**src/rtl/cmic_pkg.sv**
```systemverilog
package cmic_pkg;

  // Main status bits that summarise the cascaded secondary groups.
  localparam logic [31:0] GROUP_BITS    = 32'h0000_0070;
  localparam logic [31:0] GRP_HIGH_MAIN = 32'h0000_0010;
  localparam logic [31:0] GRP_MID_MAIN  = 32'h0000_0020;
  localparam logic [31:0] GRP_LOW_MAIN  = 32'h0000_0040;
  localparam logic [31:0] GRP_HIGH_SEC  = 32'hFFFF_0000;
  localparam logic [31:0] GRP_MID_SEC   = 32'h0000_FF00;
  localparam logic [31:0] GRP_LOW_SEC   = 32'h0000_00FF;

  // Reset values of the edge configuration registers.
  localparam logic [31:0] MAIN_EDGE_RESET = 32'h71CF_0000;
  localparam logic [31:0] SEC_EDGE_RESET  = 32'h1041_0000;

  // IRQ numbering: main IRQs start at one, secondary IRQs follow the main ones.
  localparam logic [6:0] IRQ_FIRST_MAIN = 7'd1;
  localparam logic [6:0] IRQ_LAST_MAIN  = 7'd32;
  localparam logic [6:0] IRQ_FIRST_SEC  = 7'd33;
  localparam logic [6:0] IRQ_LAST_SEC   = 7'd64;

  // Configuration register indexes.
  localparam logic CFG_MAIN_EDGE = 1'b0;
  localparam logic CFG_SEC_EDGE  = 1'b1;

  typedef enum logic [1:0] {
    ACT_SAMPLE  = 2'd0,
    ACT_ENABLE  = 2'd1,
    ACT_DISABLE = 2'd2,
    ACT_ACK     = 2'd3
  } action_e;

  // Architectural state carried from one item to the next.
  typedef struct packed {
    logic [31:0] main_mask;
    logic [31:0] sec_mask;
    logic [31:0] main_latch;
    logic [31:0] sec_latch;
    logic [31:0] main_prev;
    logic [31:0] sec_prev;
  } state_t;

  // One result item.
  typedef struct packed {
    logic        pending;
    logic [6:0]  number;
    logic [31:0] main_status;
    logic [31:0] sec_status;
    logic [31:0] main_mask;
    logic [31:0] sec_mask;
  } result_t;

  // Index of the lowest set bit, zero when none is set. The lowest bit is
  // isolated first, then its position is gathered by independent OR terms.
  function automatic logic [4:0] lowest_index(input logic [31:0] v);
    logic [31:0] low;
    logic [4:0]  idx;
    low = v & (~v + 32'd1);
    idx = '0;
    for (int i = 0; i < 32; i++) begin
      if (low[i]) begin
        idx = idx | 5'(i);
      end
    end
    return idx;
  endfunction

endpackage

```
**src/rtl/cmic_eval.sv**
```systemverilog
module cmic_eval (
  input  cmic_pkg::state_t  cur_i,
  input  cmic_pkg::action_e act_i,
  input  logic [6:0]        irq_sel_i,
  input  logic [31:0]       main_lines_i,
  input  logic [31:0]       sec_lines_i,
  input  logic [31:0]       main_edge_i,
  input  logic [31:0]       sec_edge_i,
  output cmic_pkg::state_t  nxt_o,
  output cmic_pkg::result_t res_o
);

  logic        cmd_ok;
  logic        is_main;
  logic [4:0]  main_off;
  logic [4:0]  sec_off;
  logic [31:0] main_bit;
  logic [31:0] sec_bit;
  logic [31:0] mmask;
  logic [31:0] smask;
  logic [31:0] mlatch;
  logic [31:0] slatch;
  logic [31:0] ml;
  logic [31:0] sstat;
  logic [31:0] spend;
  logic [31:0] mstat;
  logic [31:0] mpend;
  logic        grp_first;
  logic [6:0]  number;

  // Command stage: the command acts on the masks and latches before sampling.
  always_comb begin
    cmd_ok   = (act_i != cmic_pkg::ACT_SAMPLE) && (irq_sel_i >= cmic_pkg::IRQ_FIRST_MAIN)
               && (irq_sel_i <= cmic_pkg::IRQ_LAST_SEC);
    is_main  = irq_sel_i <= cmic_pkg::IRQ_LAST_MAIN;
    main_off = 5'(irq_sel_i - cmic_pkg::IRQ_FIRST_MAIN);
    sec_off  = 5'(irq_sel_i - cmic_pkg::IRQ_FIRST_SEC);
    main_bit = 32'd1 << main_off;
    sec_bit  = 32'd1 << sec_off;
    mmask    = cur_i.main_mask;
    smask    = cur_i.sec_mask;
    mlatch   = cur_i.main_latch;
    slatch   = cur_i.sec_latch;
    if (cmd_ok) begin
      if (is_main) begin
        if (act_i == cmic_pkg::ACT_ENABLE) begin
          mmask = mmask | main_bit;
        end else begin
          if (act_i == cmic_pkg::ACT_ACK) begin
            mlatch = mlatch & ~main_bit;
          end
          mmask = mmask & ~main_bit;
        end
      end else begin
        if (act_i == cmic_pkg::ACT_ENABLE) begin
          // Enabling a secondary source also opens its group on the main level.
          if (sec_off < 5'd8) begin
            mmask = mmask | cmic_pkg::GRP_LOW_MAIN;
          end else if (sec_off < 5'd16) begin
            mmask = mmask | cmic_pkg::GRP_MID_MAIN;
          end else begin
            mmask = mmask | cmic_pkg::GRP_HIGH_MAIN;
          end
          smask = smask | sec_bit;
        end else begin
          if (act_i == cmic_pkg::ACT_ACK) begin
            slatch = slatch & ~sec_bit;
          end
          smask = smask & ~sec_bit;
          // Any group left with no enabled source is closed on the main level.
          if ((smask & cmic_pkg::GRP_LOW_SEC) == '0) begin
            mmask = mmask & ~cmic_pkg::GRP_LOW_MAIN;
          end
          if ((smask & cmic_pkg::GRP_MID_SEC) == '0) begin
            mmask = mmask & ~cmic_pkg::GRP_MID_MAIN;
          end
          if ((smask & cmic_pkg::GRP_HIGH_SEC) == '0) begin
            mmask = mmask & ~cmic_pkg::GRP_HIGH_MAIN;
          end
        end
      end
    end
  end

  // Sampling, status and priority.
  always_comb begin
    ml     = main_lines_i & ~cmic_pkg::GROUP_BITS;
    sstat  = '0;
    // Rising edges on edge-configured sources set their latches.
    nxt_o.main_latch = mlatch | (ml & ~cur_i.main_prev & main_edge_i & ~cmic_pkg::GROUP_BITS);
    nxt_o.sec_latch  = slatch | (sec_lines_i & ~cur_i.sec_prev & sec_edge_i);
    nxt_o.main_prev  = ml;
    nxt_o.sec_prev   = sec_lines_i;
    nxt_o.main_mask  = mmask;
    nxt_o.sec_mask   = smask;

    sstat = (sec_lines_i & ~sec_edge_i) | nxt_o.sec_latch;
    spend = sstat & smask;
    mstat = ((ml & ~main_edge_i) | nxt_o.main_latch) & ~cmic_pkg::GROUP_BITS;
    if ((spend & cmic_pkg::GRP_HIGH_SEC) != '0) begin
      mstat = mstat | cmic_pkg::GRP_HIGH_MAIN;
    end
    if ((spend & cmic_pkg::GRP_MID_SEC) != '0) begin
      mstat = mstat | cmic_pkg::GRP_MID_MAIN;
    end
    if ((spend & cmic_pkg::GRP_LOW_SEC) != '0) begin
      mstat = mstat | cmic_pkg::GRP_LOW_MAIN;
    end
    mpend = mstat & mmask;

    // A group bit winning on the main level hands over to the secondary sources.
    grp_first = ((mpend & (~mpend + 32'd1)) & cmic_pkg::GROUP_BITS) != '0;
    if (mpend == '0) begin
      number = '0;
    end else if (grp_first) begin
      number = cmic_pkg::IRQ_FIRST_SEC + {2'b00, cmic_pkg::lowest_index(spend)};
    end else begin
      number = cmic_pkg::IRQ_FIRST_MAIN + {2'b00, cmic_pkg::lowest_index(mpend)};
    end

    res_o.pending     = mpend != '0;
    res_o.number      = number;
    res_o.main_status = mstat;
    res_o.sec_status  = sstat;
    res_o.main_mask   = mmask;
    res_o.sec_mask    = smask;
  end

endmodule

```
**src/rtl/cascaded_masked_interrupt_controller.sv**
```systemverilog
// Flow: an item accepted into the input register has its result registered once the
// output register is free or being emptied; a stall on the output holds it there.
// Throughput: one item per cycle while the output is not stalled; masks and latches are updated in the same cycle
// that an item moves from the input register into the result register.
// Reset: masks, edge latches and previous line levels clear; the edge configuration
// registers return to their reset values; both item registers are emptied.
module cascaded_masked_interrupt_controller (
  input  logic        clk_i,
  input  logic        rst_ni,
  input  logic        in_valid_i,
  output logic        in_ready_o,
  input  logic [1:0]  action_i,
  input  logic [6:0]  irq_select_i,
  input  logic [31:0] main_lines_i,
  input  logic [31:0] secondary_lines_i,
  output logic        out_valid_o,
  input  logic        out_ready_i,
  output logic        irq_pending_o,
  output logic [6:0]  irq_number_o,
  output logic [31:0] main_status_o,
  output logic [31:0] secondary_status_o,
  output logic [31:0] main_mask_now_o,
  output logic [31:0] secondary_mask_now_o,
  input  logic        cfg_we_i,
  input  logic        cfg_index_i,
  input  logic [31:0] cfg_wdata_i
);

  logic [31:0]       main_edge_q;
  logic [31:0]       sec_edge_q;
  cmic_pkg::state_t  state_q;
  cmic_pkg::state_t  state_d;
  cmic_pkg::result_t res_d;
  cmic_pkg::result_t res_q;
  logic              in_valid_q;
  cmic_pkg::action_e act_q;
  logic [6:0]        irq_sel_q;
  logic [31:0]       main_lines_q;
  logic [31:0]       sec_lines_q;
  logic              out_valid_q;
  logic              advance;

  // The input register moves on whenever the result register is free or being emptied.
  assign advance    = !out_valid_q || out_ready_i;
  assign in_ready_o = !in_valid_q || advance;

  // Configuration registers.
  always_ff @(posedge clk_i or negedge rst_ni) begin
    if (!rst_ni) begin
      main_edge_q <= cmic_pkg::MAIN_EDGE_RESET;
      sec_edge_q  <= cmic_pkg::SEC_EDGE_RESET;
    end else if (cfg_we_i) begin
      if (cfg_index_i == cmic_pkg::CFG_MAIN_EDGE) begin
        main_edge_q <= cfg_wdata_i;
      end else begin
        sec_edge_q <= cfg_wdata_i;
      end
    end
  end

  // Input register.
  always_ff @(posedge clk_i or negedge rst_ni) begin
    if (!rst_ni) begin
      in_valid_q <= 1'b0;
    end else if (in_ready_o) begin
      in_valid_q <= in_valid_i;
    end
  end

  always_ff @(posedge clk_i) begin
    if (in_valid_i && in_ready_o) begin
      act_q        <= cmic_pkg::action_e'(action_i);
      irq_sel_q    <= irq_select_i;
      main_lines_q <= main_lines_i;
      sec_lines_q  <= secondary_lines_i;
    end
  end

  cmic_eval u_eval (
    .cur_i        (state_q),
    .act_i        (act_q),
    .irq_sel_i    (irq_sel_q),
    .main_lines_i (main_lines_q),
    .sec_lines_i  (sec_lines_q),
    .main_edge_i  (main_edge_q),
    .sec_edge_i   (sec_edge_q),
    .nxt_o        (state_d),
    .res_o        (res_d)
  );

  // Controller state and result register.
  always_ff @(posedge clk_i or negedge rst_ni) begin
    if (!rst_ni) begin
      state_q     <= '0;
      out_valid_q <= 1'b0;
    end else if (advance) begin
      out_valid_q <= in_valid_q;
      if (in_valid_q) begin
        state_q <= state_d;
      end
    end
  end

  always_ff @(posedge clk_i) begin
    if (advance && in_valid_q) begin
      res_q <= res_d;
    end
  end

  assign out_valid_o          = out_valid_q;
  assign irq_pending_o        = res_q.pending;
  assign irq_number_o         = res_q.number;
  assign main_status_o        = res_q.main_status;
  assign secondary_status_o   = res_q.sec_status;
  assign main_mask_now_o      = res_q.main_mask;
  assign secondary_mask_now_o = res_q.sec_mask;

  // A reported IRQ number is non-zero exactly when something is pending.
  assert property (@(posedge clk_i) disable iff (!rst_ni)
    out_valid_q |-> (res_q.pending == (res_q.number != 7'd0)))
    else $error("irq number disagrees with pending flag");

  // Group summary bits never hold a latch or a previous level.
  assert property (@(posedge clk_i) disable iff (!rst_ni)
    ((state_q.main_latch | state_q.main_prev) & cmic_pkg::GROUP_BITS) == '0)
    else $error("group bit found in main latch or previous levels");

  // An item held in the input register is not dropped while the output stalls.
  assert property (@(posedge clk_i) disable iff (!rst_ni)
    (in_valid_q && !advance) |=> in_valid_q)
    else $error("stalled item lost from input register");

  // A stalled result stays valid, and the controller state only changes when the result item is taken or it is empty.
  assert property (@(posedge clk_i) disable iff (!rst_ni)
    (out_valid_q && !out_ready_i) |=> (out_valid_q && $stable(state_q)))
    else $error("controller state changed while result stalled");

endmodule

```
**config.mk**
```make
export PLATFORM = sky130hd
export DESIGN_NAME = cascaded_masked_interrupt_controller
export DESIGN_NICKNAME = d
export VERILOG_FILES = /design/src/rtl/cmic_pkg.sv /design/src/rtl/cmic_eval.sv /design/src/rtl/cascaded_masked_interrupt_controller.sv
export SDC_FILE = /design/constraint.sdc
export NUM_CORES = 1
export LEC_CHECK = 0
export BUFFER_PORTS_ARGS = -buffer_cell sky130_fd_sc_hd__buf_2
export CORE_MARGIN = 10
export CORE_UTILIZATION = 25
export DETAILED_ROUTE_END_ITERATION = 10
export PLACE_DENSITY = 0.45
export REMOVE_ABC_BUFFERS = 1
export SYNTH_ARGS = -nofsm -noshare
export SYNTH_HDL_FRONTEND = slang
export SYNTH_SLANG_ARGS = --single-unit
```
**constraint.sdc**
```tcl
create_clock -name clk_i -period 6.75 [get_ports clk_i]
set_input_delay 1.35 -clock clk_i [delete_from_list [all_inputs] [get_ports clk_i]]
set_output_delay 1.35 -clock clk_i [all_outputs]
set_load 0.01 [all_outputs]
```
======== Yosys cells after proc, flatten, opt, wreduce, memory -nomap -nowiden ========
Index checks and enable logic that the tools add are counted.
storage, ports and cells
  output and inout bits ................... 138
  input bits .............................. 111
  flip-flop bits (word level) ............. 467
  word-level logic and storage cells ...... 344
cells by class
  bitwise logic cells ..................... 28
  mux-type cells .......................... 257
  reduce and logical (&&, ||, !) cells .... 21
  equal/unequal tests ..................... 5
  shift-type cells ........................ 2
  magnitude comparators ................... 5
  add/sub/neg operators ................... 6
operators with widths
  cell                     count
  $mux W32                 56
  $mux W5                  162
  $and A32 B32 Y32         14
  $mux W192                2
  $not A32 Y32             8
  $or A32 B32 Y32          6
  $reduce_bool A32 Y1      5
  $logic_not A32 Y1        4
  $add A32 B1 Y32 const B  2
  $mux W4                  16
  $shl A1 B5 Y32 const A   2
  $mux W7                  4
  $mux W3                  8
  $mux W6                  3
  $sub A5 B1 Y5 const B    2
  $mux W2                  4
  $add A6 B5 Y7 const A    1
  $ge A7 B1 Y1 const B     1
  $le A7 B6 Y1 const B     1
  $le A7 B7 Y1 const B     1
  $add A1 B5 Y6 const A    1
  $reduce_and A2 Y1        3
  $lt A5 B4 Y1 const B     1
  $lt A5 B5 Y1 const B     1
  other kinds (9)          16

======== Depth between registers and ports, before layout ========
  depth in word-level cells ............... 126
  mapped depth ............................ 19

======== Hierarchy ========
A second synthesis with hierarchy kept.
unflattened totals
  cell total of the unflattened synthesis .. 1919
  area, all modules ....................... 23757.8 µm²
modules (own cells, without submodules)
  module                                sequential area each (µm²)  area an instance (µm²)  instances  cells each
  cascaded_masked_interrupt_controller  12748.5                     16593.4                 1          760
  cmic_eval                             0.0                         7164.4                  1          1159

======== Worst setup path after synthesis ========
No wires, ideal clock.
  path kind ............................... input port to flip-flop
  from .................................... input out_ready_i
  to ...................................... register res_q (netlist bit irq_number_o[0]), enable pin
  path slack .............................. 0.673 ns
  cell stages on the path ................. 4
  data arrival time ....................... 5.523 ns
  data required time ...................... 6.196 ns
  buffers on the path ..................... 1
  setup time .............................. 0.554 ns
  cells stage by stage .................... nand2b_1 -> nand2_1 -> inv_2 -> clkbuf_1
on the way
  longest elaborated chain between the ends .. 2
ends and longest elaborated chain
  element               line                                         RTL
  from (decl)           cascaded_masked_interrupt_controller.sv:17   input logic out_ready_i,
  $logic_or A1 B1 Y1    cascaded_masked_interrupt_controller.sv:44   assign advance = !out_valid_q || out_ready_i;
  $logic_and A1 B1 Y1   cascaded_masked_interrupt_controller.sv:105  if (advance && in_valid_q) begin
  to (signal assigned)  cascaded_masked_interrupt_controller.sv:106  res_q <= res_d;
  to (decl)             cascaded_masked_interrupt_controller.sv:34   cmic_pkg::result_t res_q;
Every way passes these cells.
A chain may end at the register's enable or synchronous reset.

======== Final worst setup path ========
  from .................................... register irq_sel_q[4]
  to ...................................... register res_q (netlist bit irq_number_o[4]), data pin
on the way
  longest elaborated chain between the ends .. 119
  elaborated cells on any way between the ends .. 288
  classes of those cells .................. add/sub (6); order compare (5); shift (2); mux (247); bitwise (18); reduce/logical (10)
ends and longest elaborated chain
  element                 line                                        RTL
  from (decl)             cascaded_masked_interrupt_controller.sv:37  logic [6:0] irq_sel_q;
  from (signal assigned)  cascaded_masked_interrupt_controller.sv:73  irq_sel_q <= irq_select_i;
  $sub A5 B1 Y5           cmic_eval.sv:36, cmic_eval.sv:37
  $shl A1 B5 Y32          cmic_eval.sv:38, cmic_eval.sv:39
  $not A32 Y32            --
  $and A32 B32 Y32        cmic_eval.sv:50                             mlatch = mlatch & ~main_bit;
  $mux W32                cmic_eval.sv:49                             if (act_i == cmic_pkg::ACT_ACK) begin
  $mux W32                cmic_eval.sv:46                             if (act_i == cmic_pkg::ACT_ENABLE) begin
  $mux W32                cmic_eval.sv:45                             if (is_main) begin
  $mux W32                cmic_eval.sv:44                             if (cmd_ok) begin
  (+103 left out)         --
  $mux W5                 cmic_eval.sv:115                            end else if (grp_first) begin
  $mux W5                 cmic_eval.sv:113                            if (mpend == '0) begin
  $mux W5                 cmic_pkg.sv:61                              if (low[i]) begin
  $mux W5                 cmic_eval.sv:115
  $mux W5                 cmic_eval.sv:113
  $add A1 B5 Y6           cmic_eval.sv:118                            number = cmic_pkg::IRQ_FIRST_MAIN + {2'b00, cmic_pkg::lowest_index(mpend)};
  $mux W7                 cmic_eval.sv:115
  $mux W7                 cmic_eval.sv:113
Several ways; a longest one is shown, not always the timed one. The select of a mux whose other input is x is not followed.

==> qor.yml <==
outcome: "finished clean"
avgSynthCellArea_um2: 10.7
routed_wl_um: 82500
cp.arrival_ns: 6.07
synth_warnings: 0
grt_pass1_wl_um: 119000
drc: 0
reg2reg_from: "irq_sel_q[4]$_DFFE_PP_"
synth-xor-area-share_pct: 0.249
vias: 16800
final_common_cell: "nand2_1"
cp-end-kind: "flop"
yosysUniqueCellTypes: 98
fp.dieW_um: 311
initial_core_util_pct: 25.3
swShare_pct: 32.3
post-cts-setup-buffer-count: 0
finalSetupViolCount: 0
finalCriticalPeriod_ns: 5.74
period_share_pct: 85.1
yosysSeqAreaShare_pct: 58.8
synth-edff-count: 206
drv_slew: 0
crit_type: "flop to flop"
root_buffer: "clkbuf_16"
ctsHoldBuffers: 0
final_nets: 2341
ir_drop_v: 0.000203
synthMuxAreaShare_pct: 3.71
fp.dieH_um: 311
synthFlopType: "dfrtp_1"
hold_viol_final: 0
required_ns: 7.08
synth_area_mm2: 0.0211
startpoint_type: "flop"
antenna_found_initial: 9
stdcell_count: 3410
cts_resized: 0
whs_ns: 0.462
async_flop_share_pct: 54.7
hpwl_um: 59300
initialDrtViolationCount: 1325
drive_gt1_share_pct: 23.8
numCtsBuffers: 53
synthCells: 1978
power_density_mw_per_mm2: 342
timing.rr.end: "irq_number_o[4]$_SDFFCE_PP0P_"
timing.fmax_mhz: 174
grt-ovfl-total: 0
final_antenna_net_count: 0
post_drt_via_cell_ratio: 4.94
dieArea_mm2: 0.0966
synthAdderAreaFrac_pct: 0.118
grt_max_degree: 152
fin_skew_ns: 0.0321
ios: 249
slew_headroom_pct: 26.4
clk_latency_ns: 0.62
synth_compound_area_share_pct: 17.6
wl_per_cell_um: 24.2
drv_cap: 0
cts_tree: "done"
rsz0062_at_grt: "false"
p_seq_share_pct: 41.3
critPathCapture: "irq_number_o[4]$_SDFFCE_PP0P_"
placed_cells: 3307
final_cell_mix: "nand2_1, buf_2, dfrtp_1"
track_usage_pct: 16.4
p_int_mw: 5.95
worst_pin_slew_ns: 1.10
p_clk_share_pct: 35.4
critPathMaxFanout: 22
htreeDepth: 2
port_buffers: 245
coreArea_mm2: 0.0837
area_growth_pct: 21.7
clk_pin_slew_ns: 0.07
hold_path_class: "flop to flop"
p_switching_mw: 2.84
reg2regPathDepth: 16
synth_simple_gate_area_share_pct: 16.2
grt_pass1_vias: 17100
r2r_slack_ns: 1.01
synth_top_family_by_area: "compound AO/OA/AOI/OAI gates"
crit_path_start: "irq_sel_q[4]$_DFFE_PP_"
synth-seq-cells: 455
globalplace.congestion: 0.916
power_frac_comb_pct: 23.3
placementRows: 106
clock-sinks: 455
p_leak_nw: 10.0
dr.pass1.iters: 5
clockBufferDepth: 3
## Yosys cell counts, drive strengths merged (5+ instances only)
master | instances | area (um^2)
a21oi | 34 | 185
a22oi | 43 | 362
nand2 | 476 | 1790
nand2b | 10 | 62.6
a31oi | 28 | 175
or2 | 21 | 131
nor4 | 17 | 158
a211oi | 5 | 47.5
a21boi | 24 | 188
o22ai | 16 | 119
o31a | 25 | 219
and2 | 13 | 81.3
dfstp | 13 | 342
mux2 | 67 | 754
clkbuf | 56 | 210
o21a | 7 | 52.6
edfxtp | 206 | 6190
nand3b | 5 | 37.5
a32oi | 5 | 43.8
dfrtp | 236 | 5910
o211ai | 11 | 101
nand3 | 27 | 140
o2bb2ai | 6 | 58.8
nor3b | 6 | 66.3
o31ai | 90 | 676
nor3 | 21 | 128
nor2b | 8 | 50.1
a22o | 23 | 210
inv | 59 | 221
buf | 49 | 269
a41oi | 7 | 61.3
a21o | 19 | 143
nor2 | 97 | 372
o21ai | 162 | 811
nand4 | 20 | 125
## power groups by stage
stage / clock, mW / combinational (mW) / sequential, mW
after floorplan: 0 / 1.18 / 3.64
after global placement: 0 / 2.04 / 3.66
after detailed placement: 0 / 2.06 / 3.67
after CTS: 3.20 / 2.07 / 3.62
after global routing: 3.30 / 2.25 / 3.68
final: 3.11 / 2.05 / 3.63
## layer usage
metal	global-route usage, %	share of wire (%)	up-vias
met1	21.9	45	8417
met3	3.54	6.2	131
met2	26.5	46	561
li1	-	-	7719
met5	0	0.092	-
met4	4.61	2.6	12
## cell type report
cell class | instances | area, um^2
clock buffer | 64 | 1450
antenna | 3 | 7.51
timing repair buffer | 300 | 1690
multi-input combinational | 1359 | 8080
inverter | 59 | 229
sequential | 455 | 12400
fill | 8622 | 58000
clock inverter | 36 | 417
tap | 1134 | 1420
## sequential cells by signal, summed over array words and instances (netlist names)
signal,flops
secondary_mask_now_o,32
in_valid_q,1
out_valid_o,1
secondary_status_o,32
main_edge_q,29
sec_lines_q,32
main_lines_q,29
irq_number_o,7
sec_edge_q,32
state_q,186
irq_sel_q,7
irq_pending_o,1
main_mask_now_o,32
main_status_o,32
act_q,2
## per-stage QoR
| step | total power [mW] | setup TNS, ns | cell area, um^2 | util [%] | worst slack, ns |
|---|---|---|---|---|---|
| floorplan | 4.82 | -721.62 | 20700 | - | -3.39 |
| global placement | 5.71 | 0 | 23900 | 28.5 | 1.09 |
| detailed placement | 5.73 | 0 | 23900 | 28.5 | 1.13 |
| CTS | 8.89 | 0 | 25700 | 30.7 | 1.13 |
| global route | 9.22 | 0 | 25700 | 30.7 | 0.822 |
| finish | 8.80 | 0 | 25700 | 30.7 | 1.01 |
## worst min path at each step
| stage | start | end | slack (ns) | depth (start not counted) |
|---|---|---|---|---|
| global placement | state_q[52]$_DFFE_PN0P_ | state_q[116]$_DFFE_PN0P_ | 0.45 | 1 |
| CTS | state_q[12]$_DFFE_PN0P_ | state_q[76]$_DFFE_PN0P_ | 0.46 | 1 |
| floorplan | state_q[190]$_DFFE_PN0P_ | state_q[190]$_DFFE_PN0P_ | 0.44 | 2 |
| finish | state_q[12]$_DFFE_PN0P_ | state_q[76]$_DFFE_PN0P_ | 0.46 | 1 |
| detailed placement | state_q[190]$_DFFE_PN0P_ | state_q[190]$_DFFE_PN0P_ | 0.46 | 2 |
| global route | state_q[12]$_DFFE_PN0P_ | state_q[76]$_DFFE_PN0P_ | 0.48 | 1 |
## cell families after synthesis
family | after synthesis
mux | 70
fa+ha+maj | 2
compound gates | 532
xor+xnor | 6
simple gates | 749
flops | 455
buf+inv | 164
## critical path: stages (launching register included)
cell and delay, ns:
edfxtp_1 0.72, nor3_4 0.54, buf_4 0.34, a211o_2 0.40, buf_12 0.23, nor4_1 0.09
o22ai_1 0.45, nand3_1 0.33, a2111oi_0 0.84, buf_4 0.26, a21oi_1 0.07, o32a_1 0.33
nand2_1 0.10, ha_1 0.18, nor3b_1 0.26, xor2_1 0.16, o21ai_1 0.08
(Power assumes the default switching activity.)
